[src/design/fcrs_pkg.sv]
// shared types, constants and functions of the flash config record scanner
`default_nettype none
package fcrs_pkg;

	localparam int FCRS_MAX_SLOTS = 16;

	// configuration register indexes
	localparam int CFG_IDX_W = 3;
	localparam logic [CFG_IDX_W-1:0] REG_MAGIC       = 3'd0;
	localparam logic [CFG_IDX_W-1:0] REG_VERSION     = 3'd1;
	localparam logic [CFG_IDX_W-1:0] REG_CUR_LEN     = 3'd2;
	localparam logic [CFG_IDX_W-1:0] REG_NORMAL_CODE = 3'd3;
	localparam logic [CFG_IDX_W-1:0] REG_DEFAULT_NRM = 3'd4;

	localparam logic [31:0] MAGIC_RESET   = 32'h4343_4647;
	localparam logic [15:0] VERSION_RESET = 16'd1;
	localparam logic [9:0]  CUR_LEN_RESET = 10'd256;
	localparam logic [7:0]  NORMAL_RESET  = 8'd1;

	localparam logic [31:0] CRC_POLY  = 32'hEDB8_8320;
	localparam logic [31:0] CRC_INIT  = 32'hFFFF_FFFF;
	localparam logic [7:0]  BLANK_BYTE = 8'hFF;

	localparam logic [15:0] LEN_V8 = 16'd253;
	localparam logic [15:0] LEN_V7 = 16'd249;
	localparam logic [15:0] LEN_V6 = 16'd243;
	localparam logic [15:0] LEN_V5 = 16'd239;

	// byte position saturates well above the longest header plus payload
	localparam int POS_W = 11;
	localparam logic [POS_W-1:0] POS_MAX   = {POS_W{1'b1}};
	localparam logic [POS_W-1:0] HDR_BYTES = 11'd12;
	localparam logic [POS_W-1:0] MODE_POS  = 11'd255;

	typedef enum logic [2:0] {
		CLS_NONE = 3'd0,
		CLS_CUR  = 3'd1,
		CLS_V8   = 3'd2,
		CLS_V7   = 3'd3,
		CLS_V6   = 3'd4,
		CLS_V5   = 3'd5
	} rec_class_t;

	typedef struct packed {
		logic [31:0] magic;
		logic [15:0] version;
		logic [9:0]  cur_len;
		logic [7:0]  normal_code;
	} cfg_t;

	typedef struct packed {
		logic       valid;
		logic       blank;
		rec_class_t cls;
		logic       normal;
	} slot_res_t;

	function automatic logic [31:0] crc32_byte(input logic [31:0] crc, input logic [7:0] b);
		logic [31:0] c;
		c = crc ^ {24'd0, b};
		for (int i = 0; i < 8; i++) begin
			c = c[0] ? ((c >> 1) ^ CRC_POLY) : (c >> 1);
		end
		return c;
	endfunction

	// current length is checked before the legacy ones
	function automatic rec_class_t length_class(input logic [15:0] len, input logic [9:0] cur);
		rec_class_t c;
		if (len == {6'd0, cur}) c = CLS_CUR;
		else if (len == LEN_V8) c = CLS_V8;
		else if (len == LEN_V7) c = CLS_V7;
		else if (len == LEN_V6) c = CLS_V6;
		else if (len == LEN_V5) c = CLS_V5;
		else c = CLS_NONE;
		return c;
	endfunction

endpackage
`default_nettype wire

[src/design/flash_config_record_scanner.sv]
// flash config record scanner: slot checking, scan summary and result register
//
// Input channel: one flash byte per transaction, in slot order; slot_end marks the
// last byte of a slot and scan_end, taken with slot_end, the last slot of a scan.
// Every transaction with slot_end set produces one result transaction carrying the
// slot verdict and the running scan summary; other bytes produce none.
// Config channel: cfg_index selects magic, version, current payload length, normal
// mode code or default active mode (indexes 0 to 4); cfg_ready is always high and
// other indexes are ignored. Write only while no scan is in flight.
// Throughput is one byte per cycle while the input is not stalled: the byte-wide crc
// step, header compares and summary update sit between the slot state registers and
// the result register. The result is valid the cycle after the slot's last byte is
// accepted. When the receiver stalls, the held result blocks new bytes only if
// out_ready stays low; a byte is taken in the same cycle the held result leaves.
// Reset clears slot state, the scan summary and the result valid flag, and loads the
// register defaults. After a scan_end result the slot index and summary clear.
`default_nettype none
module flash_config_record_scanner #(
	parameter int MAX_SLOTS = fcrs_pkg::FCRS_MAX_SLOTS
) (
	input  wire logic                            clk,
	input  wire logic                            arst_n,
	input  wire logic                            in_valid,
	output logic                                 in_ready,
	input  wire logic [7:0]                      data_byte,
	input  wire logic                            slot_end,
	input  wire logic                            scan_end,
	input  wire logic                            cfg_valid,
	output logic                                 cfg_ready,
	input  wire logic [fcrs_pkg::CFG_IDX_W-1:0]  cfg_index,
	input  wire logic [31:0]                     cfg_data,
	output logic                                 out_valid,
	input  wire logic                            out_ready,
	output logic                                 slot_valid,
	output logic                                 slot_blank,
	output logic [2:0]                           record_class,
	output logic                                 slot_mode_normal,
	output logic [3:0]                           latest_fast_slot,
	output logic [3:0]                           latest_normal_slot,
	output logic                                 fast_found,
	output logic                                 normal_found,
	output logic                                 active_mode_normal,
	output logic [3:0]                           first_blank_slot,
	output logic                                 blank_found,
	output logic                                 needs_migration
);
	import fcrs_pkg::*;

	localparam int IDX_W = $clog2(MAX_SLOTS);
	localparam logic [IDX_W-1:0] IDX_LAST = IDX_W'(MAX_SLOTS - 1);

	cfg_t      cfg_q;
	logic      default_nrm_q;
	slot_res_t res;
	logic      accept, done;

	logic [IDX_W-1:0] idx_q;
	logic [IDX_W-1:0] fast_slot_q, fast_slot_d;
	logic [IDX_W-1:0] norm_slot_q, norm_slot_d;
	logic [IDX_W-1:0] blank_slot_q, blank_slot_d;
	logic fast_found_q, fast_found_d;
	logic norm_found_q, norm_found_d;
	logic any_valid_q, any_valid_d;
	logic last_nrm_q, last_nrm_d;
	logic blank_found_q, blank_found_d;
	logic migrate_q, migrate_d;

	logic [IDX_W+3:0] fast_ext, norm_ext, blank_ext;

	logic        out_valid_q;
	slot_res_t   res_q;
	logic [3:0]  fast_slot_o_q, norm_slot_o_q, blank_slot_o_q;
	logic        fast_found_o_q, norm_found_o_q, active_o_q, blank_found_o_q, migrate_o_q;

	assign cfg_ready = 1'b1;
	assign in_ready  = !out_valid_q || out_ready;
	assign accept    = in_valid && in_ready;
	assign done      = accept && slot_end;

	always_ff @(posedge clk or negedge arst_n) begin
		if (!arst_n) begin
			cfg_q.magic       <= MAGIC_RESET;
			cfg_q.version     <= VERSION_RESET;
			cfg_q.cur_len     <= CUR_LEN_RESET;
			cfg_q.normal_code <= NORMAL_RESET;
			default_nrm_q     <= 1'b1;
		end else if (cfg_valid) begin
			case (cfg_index)
				REG_MAGIC:       cfg_q.magic       <= cfg_data;
				REG_VERSION:     cfg_q.version     <= cfg_data[15:0];
				REG_CUR_LEN:     cfg_q.cur_len     <= cfg_data[9:0];
				REG_NORMAL_CODE: cfg_q.normal_code <= cfg_data[7:0];
				REG_DEFAULT_NRM: default_nrm_q     <= cfg_data[0];
				default: ;
			endcase
		end
	end

	fcrs_slot_check u_slot_check (
		.clk       (clk),
		.arst_n    (arst_n),
		.byte_en   (accept),
		.data_byte (data_byte),
		.slot_end  (slot_end),
		.cfg       (cfg_q),
		.res       (res)
	);

	// summary as it stands once this slot is counted
	always_comb begin
		fast_slot_d   = fast_slot_q;
		norm_slot_d   = norm_slot_q;
		fast_found_d  = fast_found_q;
		norm_found_d  = norm_found_q;
		any_valid_d   = any_valid_q;
		last_nrm_d    = last_nrm_q;
		blank_slot_d  = blank_slot_q;
		blank_found_d = blank_found_q;
		migrate_d     = migrate_q;
		if (res.valid) begin
			any_valid_d = 1'b1;
			last_nrm_d  = res.normal;
			if (res.normal) begin
				norm_slot_d  = idx_q;
				norm_found_d = 1'b1;
			end else begin
				fast_slot_d  = idx_q;
				fast_found_d = 1'b1;
			end
			if (res.cls != CLS_CUR) migrate_d = 1'b1;
		end
		if (res.blank && !blank_found_q) begin
			blank_slot_d  = idx_q;
			blank_found_d = 1'b1;
		end
	end

	assign fast_ext  = {4'd0, fast_slot_d};
	assign norm_ext  = {4'd0, norm_slot_d};
	assign blank_ext = {4'd0, blank_slot_d};

	always_ff @(posedge clk or negedge arst_n) begin
		if (!arst_n) begin
			idx_q         <= '0;
			fast_slot_q   <= '0;
			norm_slot_q   <= '0;
			blank_slot_q  <= '0;
			fast_found_q  <= 1'b0;
			norm_found_q  <= 1'b0;
			any_valid_q   <= 1'b0;
			last_nrm_q    <= 1'b0;
			blank_found_q <= 1'b0;
			migrate_q     <= 1'b0;
		end else if (done) begin
			if (scan_end) begin
				idx_q         <= '0;
				fast_slot_q   <= '0;
				norm_slot_q   <= '0;
				blank_slot_q  <= '0;
				fast_found_q  <= 1'b0;
				norm_found_q  <= 1'b0;
				any_valid_q   <= 1'b0;
				last_nrm_q    <= 1'b0;
				blank_found_q <= 1'b0;
				migrate_q     <= 1'b0;
			end else begin
				if (idx_q < IDX_LAST) idx_q <= idx_q + 1'b1;
				fast_slot_q   <= fast_slot_d;
				norm_slot_q   <= norm_slot_d;
				blank_slot_q  <= blank_slot_d;
				fast_found_q  <= fast_found_d;
				norm_found_q  <= norm_found_d;
				any_valid_q   <= any_valid_d;
				last_nrm_q    <= last_nrm_d;
				blank_found_q <= blank_found_d;
				migrate_q     <= migrate_d;
			end
		end
	end

	// result register
	always_ff @(posedge clk or negedge arst_n) begin
		if (!arst_n) begin
			out_valid_q <= 1'b0;
		end else if (done) begin
			out_valid_q <= 1'b1;
		end else if (out_ready) begin
			out_valid_q <= 1'b0;
		end
	end

	always_ff @(posedge clk) begin
		if (done) begin
			res_q           <= res;
			fast_slot_o_q   <= fast_ext[3:0];
			norm_slot_o_q   <= norm_ext[3:0];
			blank_slot_o_q  <= blank_ext[3:0];
			fast_found_o_q  <= fast_found_d;
			norm_found_o_q  <= norm_found_d;
			active_o_q      <= any_valid_d ? last_nrm_d : default_nrm_q;
			blank_found_o_q <= blank_found_d;
			migrate_o_q     <= migrate_d;
		end
	end

	assign out_valid          = out_valid_q;
	assign slot_valid         = res_q.valid;
	assign slot_blank         = res_q.blank;
	assign record_class       = res_q.cls;
	assign slot_mode_normal   = res_q.normal;
	assign latest_fast_slot   = fast_slot_o_q;
	assign latest_normal_slot = norm_slot_o_q;
	assign fast_found         = fast_found_o_q;
	assign normal_found       = norm_found_o_q;
	assign active_mode_normal = active_o_q;
	assign first_blank_slot   = blank_slot_o_q;
	assign blank_found        = blank_found_o_q;
	assign needs_migration    = migrate_o_q;

	a_result_follows_slot_end: assert property (@(posedge clk) disable iff (!arst_n)
		(in_valid && in_ready && slot_end) |=> out_valid)
		else $error("no result after slot end");

	a_class_matches_valid: assert property (@(posedge clk) disable iff (!arst_n)
		out_valid |-> (slot_valid == (record_class != CLS_NONE)))
		else $error("record class disagrees with slot verdict");

	a_normal_in_summary: assert property (@(posedge clk) disable iff (!arst_n)
		(out_valid && slot_mode_normal) |-> (slot_valid && normal_found && active_mode_normal))
		else $error("normal slot missing from summary");

	a_fast_in_summary: assert property (@(posedge clk) disable iff (!arst_n)
		(out_valid && slot_valid && !slot_mode_normal) |-> (fast_found && !active_mode_normal))
		else $error("fast slot missing from summary");

endmodule
`default_nettype wire

[src/design/fcrs_slot_check.sv]
// per-slot byte tracking: header capture, crc, blank check and slot verdict
`default_nettype none
module fcrs_slot_check (
	input  wire logic              clk,
	input  wire logic              arst_n,
	input  wire logic              byte_en,
	input  wire logic [7:0]        data_byte,
	input  wire logic              slot_end,
	input  wire fcrs_pkg::cfg_t    cfg,
	output fcrs_pkg::slot_res_t    res
);
	import fcrs_pkg::*;

	logic [POS_W-1:0] pos_q, pos_d;
	logic [63:0]      hdr_q, hdr_d;
	logic [31:0]      crc_stored_q, crc_stored_d;
	logic [31:0]      crc_q, crc_d;
	logic             blank_q, blank_d;
	logic [7:0]       mode_q, mode_d;
	rec_class_t       cls;
	logic [POS_W-1:0] pay_end;
	logic             crc_en;
	logic             valid;

	// header is complete long before any payload byte, so the class comes from the register
	assign cls     = length_class(hdr_q[63:48], cfg.cur_len);
	assign pay_end = (cls != CLS_NONE) ? ({1'b0, hdr_q[57:48]} + HDR_BYTES) : HDR_BYTES;
	assign crc_en  = (pos_q >= HDR_BYTES) && (cls != CLS_NONE) && (pos_q < pay_end);

	always_comb begin
		hdr_d        = hdr_q;
		crc_stored_d = crc_stored_q;
		if (pos_q < 11'd8) begin
			hdr_d[{pos_q[2:0], 3'b000} +: 8] = data_byte;
		end else if (pos_q < HDR_BYTES) begin
			crc_stored_d[{pos_q[1:0], 3'b000} +: 8] = data_byte;
		end
		crc_d   = crc_en ? crc32_byte(crc_q, data_byte) : crc_q;
		mode_d  = (pos_q == MODE_POS) ? data_byte : mode_q;
		blank_d = blank_q && (data_byte == BLANK_BYTE);
		pos_d   = (pos_q == POS_MAX) ? pos_q : pos_q + 11'd1;
	end

	// payload is complete only when the new byte count covers header plus length
	assign valid = (cls != CLS_NONE)
		&& (pos_d >= pay_end)
		&& (hdr_q[31:0] == cfg.magic)
		&& (hdr_q[47:32] == cfg.version)
		&& (~crc_d == crc_stored_d);

	always_comb begin
		res.valid  = valid;
		res.blank  = blank_d;
		res.cls    = valid ? cls : CLS_NONE;
		res.normal = valid && (cls == CLS_CUR || cls == CLS_V8 || cls == CLS_V7)
			&& (mode_d == cfg.normal_code);
	end

	always_ff @(posedge clk or negedge arst_n) begin
		if (!arst_n) begin
			pos_q        <= '0;
			hdr_q        <= '0;
			crc_stored_q <= '0;
			crc_q        <= CRC_INIT;
			blank_q      <= 1'b1;
			mode_q       <= '0;
		end else if (byte_en) begin
			if (slot_end) begin
				pos_q        <= '0;
				hdr_q        <= '0;
				crc_stored_q <= '0;
				crc_q        <= CRC_INIT;
				blank_q      <= 1'b1;
				mode_q       <= '0;
			end else begin
				pos_q        <= pos_d;
				hdr_q        <= hdr_d;
				crc_stored_q <= crc_stored_d;
				crc_q        <= crc_d;
				blank_q      <= blank_d;
				mode_q       <= mode_d;
			end
		end
	end

endmodule
`default_nettype wire

[config.mk]
export PLATFORM = sky130hd
export DESIGN_NAME = flash_config_record_scanner
export DESIGN_NICKNAME = d
export VERILOG_FILES = /design/src/design/fcrs_pkg.sv /design/src/design/flash_config_record_scanner.sv /design/src/design/fcrs_slot_check.sv
export SDC_FILE = /design/constraint.sdc
export NUM_CORES = 1
export LEC_CHECK = 0
export ABC_AREA = 1
export BUFFER_PORTS_ARGS = -buffer_cell sky130_fd_sc_hd__buf_2
export CAP_MARGIN = 10
export CELL_PAD_IN_SITES_DETAIL_PLACEMENT = 1
export CELL_PAD_IN_SITES_GLOBAL_PLACEMENT = 1
export CORE_ASPECT_RATIO = 1.4
export CORE_MARGIN = 3
export CORE_UTILIZATION = 46
export DETAILED_ROUTE_END_ITERATION = 10
export PLACE_DENSITY_LB_ADDON = 0.1
export SLEW_MARGIN = 20
export SYNTH_ARGS = -nofsm -noshare
export SYNTH_HDL_FRONTEND = slang
export SYNTH_SLANG_ARGS = --single-unit
[constraint.sdc]
create_clock -name clk -period 5.05 [get_ports clk]
set_input_delay 0.2525 -clock clk [delete_from_list [all_inputs] [get_ports clk]]
set_output_delay 0.2525 -clock clk [all_outputs]
set_load 0.02 [all_outputs]
======== After elaboration in Yosys (flattened, before gate mapping) ========
Cells that the tools add are included.
word-level totals
  output and inout bits ................... 26
  register bits after elaboration ......... 261
  input port bits ......................... 50
operators by class
  add/subtract/negate cells ............... 5
  shift operators ......................... 4
  eq/ne operators ......................... 20
  reductions and logical operators ........ 29
  mux-type cells .......................... 57
  magnitude comparators ................... 6
  bitwise gates (word level) .............. 10
operators with widths
  cell                                                          number
  2-to-1 mux 32 bit                                             13
  2-to-1 mux 64 bit                                             2
  inverter 13 -> 14 bit                                         8
  bitwise mux 64 bit                                            1
  == test 16 x 8 -> 1 bit (second input constant)               4
  == test 32 bit                                                2
  variable shift 8 x 8 -> 64 bit (first input constant)         1
  variable part select 8 x 8 -> 64 bit                          1
  2-to-1 mux 4 bit                                              10
  2-to-1 mux 11 bit                                             3
  bitwise mux 32 bit                                            1
  inverter 32 bit                                               1
  variable shift 8 x 7 -> 32 bit (first input constant)         1
  variable part select 8 x 7 -> 32 bit                          1
  XOR 32 x 8 -> 32 bit                                          1
  less-than comparator 11 x 4 -> 1 bit (second input constant)  2
  2-to-1 mux 1 bit                                              19
  2-to-1 mux 3 bit                                              6
  == test 16 x 10 -> 1 bit                                      1
  == test 16 bit                                                1
  2-to-1 mux 8 bit                                              2
  AND reduction 2 bit                                           7
  == test 3 x 2 -> 1 bit (second input constant)                4
  logical AND 1 bit                                             12
  other kinds (21)                                              27

======== Longest topological paths before layout ========
  word-level depth ........................ 26
  depth in mapped cells ................... 33
  depth with buffers taken out ............ 31

======== By module ========
A second synthesis with hierarchy kept.
second synthesis, totals
  cell total of the unflattened synthesis .. 1,894
  area, all modules ....................... 15,107.0 um^2
by module, submodules not included
  module                       cells an instance  area each (um^2)  times used  seq. area each (um^2)
  fcrs_slot_check              1,447              10,620.2          1           3,744.8
  flash_config_record_scanner  447                4,486.8           1           2,964.1

======== Least setup slack after synthesis ========
Ideal clock, no wire load.
  path type ............................... register to register
  start ................................... register u_slot_check.hdr_q[50]
  end ..................................... register norm_slot_o_q[0] (netlist: latest_normal_slot[0]), data pin
  data arrival time ....................... 3.885 ns
  cell stages (with the launch flop) ...... 28
  required time ........................... 4.795 ns
  path slack .............................. 0.911 ns
  clock period less this slack ............ 4.139 ns
  cell sequence ........................... dfrtp_1 -> inv_1 -> ha_1 -> nand3_1 -> nor2_1 -> nand2_1 -> nand2_1 -> nand2_1 -> nand3_2 -> buf_2 -> buf_1 -> nand3b_1 -> ha_1 -> a21oi_1 -> o21a_1 -> nand3_2 -> nor2_8 -> nand2_4 -> buf_4 -> nand2_1 -> nand2_1 -> nand2_1 -> nand4_1 -> or2_1 -> nor2_1 -> buf_4 -> nand4_1 -> and2_1
between the ends
  cells in the longest elaborated chain, start to end .. 18
ends and longest elaborated chain
  element                   line                                                                 text
  start, declared           fcrs_slot_check.sv:15                                                logic [63:0] hdr_q, hdr_d;
  start signal, assigned    fcrs_slot_check.sv:77                                                hdr_q <= hdr_d;
  == test 16 x 8 -> 1 bit   fcrs_pkg.sv:74                                                       else if (len == LEN_V5) c = CLS_V5;
  2-to-1 mux 3 bit          fcrs_pkg.sv:74
  2-to-1 mux 3 bit          fcrs_pkg.sv:73                                                       else if (len == LEN_V6) c = CLS_V6;
  2-to-1 mux 3 bit          fcrs_pkg.sv:72                                                       else if (len == LEN_V7) c = CLS_V7;
  2-to-1 mux 3 bit          fcrs_pkg.sv:71                                                       else if (len == LEN_V8) c = CLS_V8;
  2-to-1 mux 3 bit          fcrs_pkg.sv:70                                                       if (len == {6'd0, cur}) c = CLS_CUR;
  nonzero test 3 bit        fcrs_slot_check.sv:27, fcrs_slot_check.sv:28, fcrs_slot_check.sv:45
  2-to-1 mux 11 bit         fcrs_slot_check.sv:27                                                assign pay_end = (cls != CLS_NONE) ? ({1'b0, hdr_q[57:48]} + HDR_BYTES) : HDR_BYTES;
  (+3 left out)             n/a
  inverter 32 bit           fcrs_slot_check.sv:49                                                && (~crc_d == crc_stored_d);
  == test 32 bit            fcrs_slot_check.sv:49
  logical AND 1 bit         fcrs_slot_check.sv:49
  logical AND 1 bit         fcrs_slot_check.sv:55                                                res.normal = valid && (cls == CLS_CUR || cls == CLS_V8 || cls == CLS_V7)
  logical AND 1 bit         fcrs_slot_check.sv:56                                                && (mode_d == cfg.normal_code);
  2-to-1 mux 4 bit          flash_config_record_scanner.sv:123                                   if (res.normal) begin
  2-to-1 mux 4 bit (*)      flash_config_record_scanner.sv:120                                   if (res.valid) begin
  named net norm_slot_d[0]  flash_config_record_scanner.sv:59                                    logic [IDX_W-1:0] norm_slot_q, norm_slot_d;
  end signal, assigned      flash_config_record_scanner.sv:196                                   norm_slot_o_q <= norm_ext[3:0];
  end, declared             flash_config_record_scanner.sv:72                                    logic [3:0] fast_slot_o_q, norm_slot_o_q, blank_slot_o_q;
Mark *: on every way through the listed nets, which the timed path passes. The rest lies on a longest branch.
A chain may end at the register's enable or synchronous reset.

======== Final worst setup path ========
  start ................................... register u_slot_check.hdr_q[50]
  end ..................................... register norm_slot_o_q[1] (netlist: latest_normal_slot[1]), data pin
Same word-level chain as after synthesis.

==> impl_metrics.env <==
export IMPL_reg2reg_slack_ps=380
export IMPL_netlist_cell_type_count=50
export IMPL_die_width_um=160
export IMPL_critical_path_top_delay_family="simple AND/OR/NAND/NOR gates"
export IMPL_synth_warnings=0
export IMPL_synth_async_sr_flop_share=0.912
export IMPL_final_setup_worst_slack_ps=378
export IMPL_cpMaxStageDelayCell="dfrtp_1"
export IMPL_dpl_hpwl_mm=39.6
export IMPL_final_layout_size_suffix_gt1_frac=0.119
export IMPL_cell_internal_pwr_uw=3870
export IMPL_power_switching_uw=1770
export IMPL_p_total_uw=5650
export IMPL_worst_ep_arrival_time_ps=4990
export IMPL_synthesis_area_um2=15400
export IMPL_drc=0
export IMPL_grt_overflow=0
export IMPL_power_share_switching=0.314
export IMPL_achievable_frequency_ghz=0.214
export IMPL_gp_congestion=0.952
export IMPL_vias=14400
export IMPL_slew_of_the_pin_with_the_lowest_slew_margin_ps=1000
export IMPL_start_util=0.470
export IMPL_final_max_slew_viol_count=0
export IMPL_share_seq_of_total_power=0.439
export IMPL_grt_setup_unrepaired="no"
export IMPL_timing_critical_path_mode_cell="nand2_1"
export IMPL_cts_htree_levels=1
export IMPL_min_delay_path_class="in -> reg"
export IMPL_outcome="finished clean"
export IMPL_leakage_uw=0.00855
export IMPL_coreArea_um2=32700
export IMPL_period_needed_ps=4670
export IMPL_synth_edff_count=23
export IMPL_fp_row_count=78
export IMPL_tritoncts="yes"
export IMPL_clock_tree_buffer_depth=3
export IMPL_flow_area_growth_from_synthesis_pct=13.5
export IMPL_die_y_um=222
export IMPL_ir_drop_uv=312
export IMPL_crit_required_ps=5370
export IMPL_drt_wirelength_per_cell_um=20.7
export IMPL_timing_critical_path_slowest_cell_delay_ps=440
export IMPL_pwr_share_comb=0.183
export IMPL_wl_mm=53.9
export IMPL_fin_worst_skew_ps=17.3
export IMPL_ctsRootBufferMaster="clkbuf_16"
export IMPL_drt_iter0_drc=862
export IMPL_antenna_found_initial=3
export IMPL_clk_insertion_delay_late_ps=570
export IMPL_cts_made_buffers=29
export IMPL_number_of_global_route_vias_before_repair=15400
export IMPL_track_usage=0.300
export IMPL_critical_path_max_fanout=23
export IMPL_grt_pass1_wl_mm=85.1
export IMPL_tns_ps=0
export IMPL_cap_violations=0
export IMPL_power_per_unit_of_standard_cell_area_nw_per_um2=324
export IMPL_ys_seq_area_frac=0.437
export IMPL_drt_first_pass_iters=5
export IMPL_dpl_worst_slack_ps=1.55
export IMPL_fp_dieArea_um2=35700
export IMPL_postSynthRegisterBits=261
export IMPL_syn_nets=2133
export IMPL_total_nets_final=2224
export IMPL_pin_count_of_the_biggest_net_entering_global_routing=133
export IMPL_final_antenna_net_count=0
export IMPL_worst_path_buf_inv=3
export IMPL_filler_cell_count=4094
export IMPL_clkSinkCount=261
export IMPL_final_setup_viol_count=0
export IMPL_worstSetupPathType="reg -> reg"
export IMPL_power_frac_clock=0.378
export IMPL_final_period_util=0.925
export IMPL_synth_cells=2050
export IMPL_endpoint_kind_of_the_worst_setup_timing_path="flip-flop"
export IMPL_clk_pin_slew_worst_paths_ps=70
export IMPL_placedCellCount=2524
export IMPL_start_kind="flip-flop"
export IMPL_dominantRegCellSynth="dfrtp_1"
export IMPL_hold_viol_final=0
export IMPL_viasPerCell=5.53
export IMPL_io_pin_count=76
export IMPL_place_port_buffers=74
export IMPL_post_layout_nonfiller_instances=2606
export IMPL_synth_avg_cell_area_um2=7.49
export IMPL_worst_slew_margin_rel=0.334
==> per-layer routing <==
layer | up-vias | wire length (um) | track usage
met4 | 2 | 2290 | 0.115
met2 | 320 | 28600 | 0.565
met5 | - | 14 | 0
li1 | 6793 | - | -
met1 | 7200 | 21000 | 0.347
met3 | 101 | 1960 | 0.0308
==> repair_timing <==
action	in CTS	in global routing
endpoints found under the hold margin	113	0
setup endpoints to repair	9	28
resized for setup	1	8
hold buffers	26	0
setup buffers	0	0
==> worst paths after layout <==
path                                                    start                               to  cells past startpoint
setup / recovery           u_slot_check.hdr_q[50]$_DFFE_PN0P_  latest_normal_slot[1]$_DFFE_PP_                     28
min in group asynchronous                              arst_n      blank_slot_q[2]$_DFFE_PN0P_                      2
hold / removal                                    cfg_data[7]             cfg_q[7]$_DFFE_PN0P_                      3
setup reg to reg           u_slot_check.hdr_q[50]$_DFFE_PN0P_  latest_normal_slot[1]$_DFFE_PP_                     28
hold reg to reg                    fast_slot_q[3]$_DFFE_PN0P_       fast_slot_q[3]$_DFFE_PN0P_                      2
max in group asynchronous                              arst_n            cfg_q[63]$_DFFE_PN0P_                      3
==> placed cells by master (no fill, tap or decap), types with 3 or more instances in the layout <==
cell type / instances
o21a_1: 3
or2_2: 6
clkinv_2: 7
clkinv_1: 3
buf_4: 18
clkbuf_8: 4
edfxtp_1: 23
mux2_2: 15
o32ai_1: 4
nand3_2: 4
inv_1: 215
dfstp_2: 50
o31ai_1: 3
nor2_2: 4
clkbuf_16: 30
inv_2: 14
xnor2_1: 32
nand3_1: 159
a21oi_1: 41
ha_1: 33
nand4_1: 32
buf_2: 73
nor3_1: 19
dlygate4sd3_1: 26
or2_1: 6
o21ai_1: 18
dfrtp_1: 187
and2_1: 10
nand3b_1: 3
xor2_1: 62
clkbuf_1: 5
a22oi_1: 4
nor4_1: 3
nor2_1: 129
nand2_2: 8
nand2_1: 674
clkinvlp_4: 3
o21ai_0: 158
o22ai_1: 44
==> worst min-delay path, delay by kind of cell <==
family                 cells  cell delay, ps
buffers and inverters      2             140
AOI/OAI and AO/OA          1             150
==> power by group through the flow <==
stage / clock [uW] / sequential (uW) / combinational, uW
2_1_floorplan: 0 / 2480 / 659
3_3_place_gp: 0 / 2500 / 967
3_5_place_dp: 0 / 2510 / 1010
4_1_cts: 2170 / 2480 / 1030
5_1_grt: 2240 / 2500 / 1150
6_report: 2140 / 2480 / 1030
==> synthesized netlist by cell type, types with 3 or more instances <==
cell type / number / share of area
o21ai_1: 18 / 0.0059
o31ai_1: 3 / 0.0015
xnor2_1: 32 / 0.018
buf_4: 6 / 0.0029
mux2_2: 15 / 0.011
clkinv_1: 4 / 0.00098
o21ai_0: 158 / 0.051
or2_2: 6 / 0.0024
o21a_1: 3 / 0.0015
o32ai_1: 4 / 0.0023
dfrtp_1: 188 / 0.31
buf_2: 13 / 0.0042
edfxtp_1: 23 / 0.045
and2_1: 10 / 0.0041
nand4_1: 32 / 0.013
ha_1: 33 / 0.027
a22oi_1: 4 / 0.0020
a21oi_1: 41 / 0.013
dfstp_2: 50 / 0.086
nor4_1: 3 / 0.0012
nor2_1: 132 / 0.032
clkbuf_1: 38 / 0.0093
nor3_1: 19 / 0.0062
nand3b_1: 3 / 0.0015
xor2_1: 62 / 0.035
nand3_1: 160 / 0.052
nand2_2: 7 / 0.0029
nand2_1: 675 / 0.16
nand3_2: 3 / 0.0020
inv_2: 14 / 0.0034
inv_1: 215 / 0.053
or2_1: 6 / 0.0024
nor2_2: 3 / 0.0012
o22ai_1: 44 / 0.018
==> sequential cells by signal, summed over array words and instances (netlist names), 3 cells and up <==
name,cells
u_slot_check.crc_stored_q,32
norm_slot_q,4
idx_q,4
u_slot_check.crc_q,32
u_slot_check.pos_q,11
record_class,3
latest_fast_slot,4
first_blank_slot,4
u_slot_check.mode_q,8
blank_slot_q,4
u_slot_check.hdr_q,64
fast_slot_q,4
cfg_q,66
latest_normal_slot,4
==> cells by family (layout without fill, tap and decap cells) <==
family          Yosys count  count (layout)  share of synthesized area
simple gates           1071            1071                      0.295
other cells               1               3                   0.000244
compound gates          280             280                     0.0984
mux                      15              15                     0.0110
xor+xnor                 96              96                     0.0565
flops                   261             261                      0.437
fa+ha+maj                33              33                     0.0269
buf+inv                 293             407                     0.0751
==> cell type report <==
type | instances | area (um^2) | area share
flip-flops and latches | 261 | 6710 | 0.385
diodes | 2 | 5.00 | 0.000287
clock buffers | 39 | 825 | 0.0473
well taps | 440 | 551 | 0.0316
inverters | 233 | 877 | 0.0503
clock inverters | 15 | 123 | 0.00703
repair buffers | 120 | 807 | 0.0463
multi-input cells | 1496 | 7540 | 0.432
==> through the flow <==
stage | cell area [um^2] | hold WS (ps) | util
6_report | 17400 | 21.0 | 0.533
3_3_place_gp | 16200 | 384 | 0.495
3_5_place_dp | 16200 | 377 | 0.495
5_1_grt | 17400 | 43.3 | 0.533
2_1_floorplan | 15400 | -43.1 | -
4_1_cts | 17400 | 12.7 | 0.532
No activity file was read; power rests on OpenSTA's default activity.
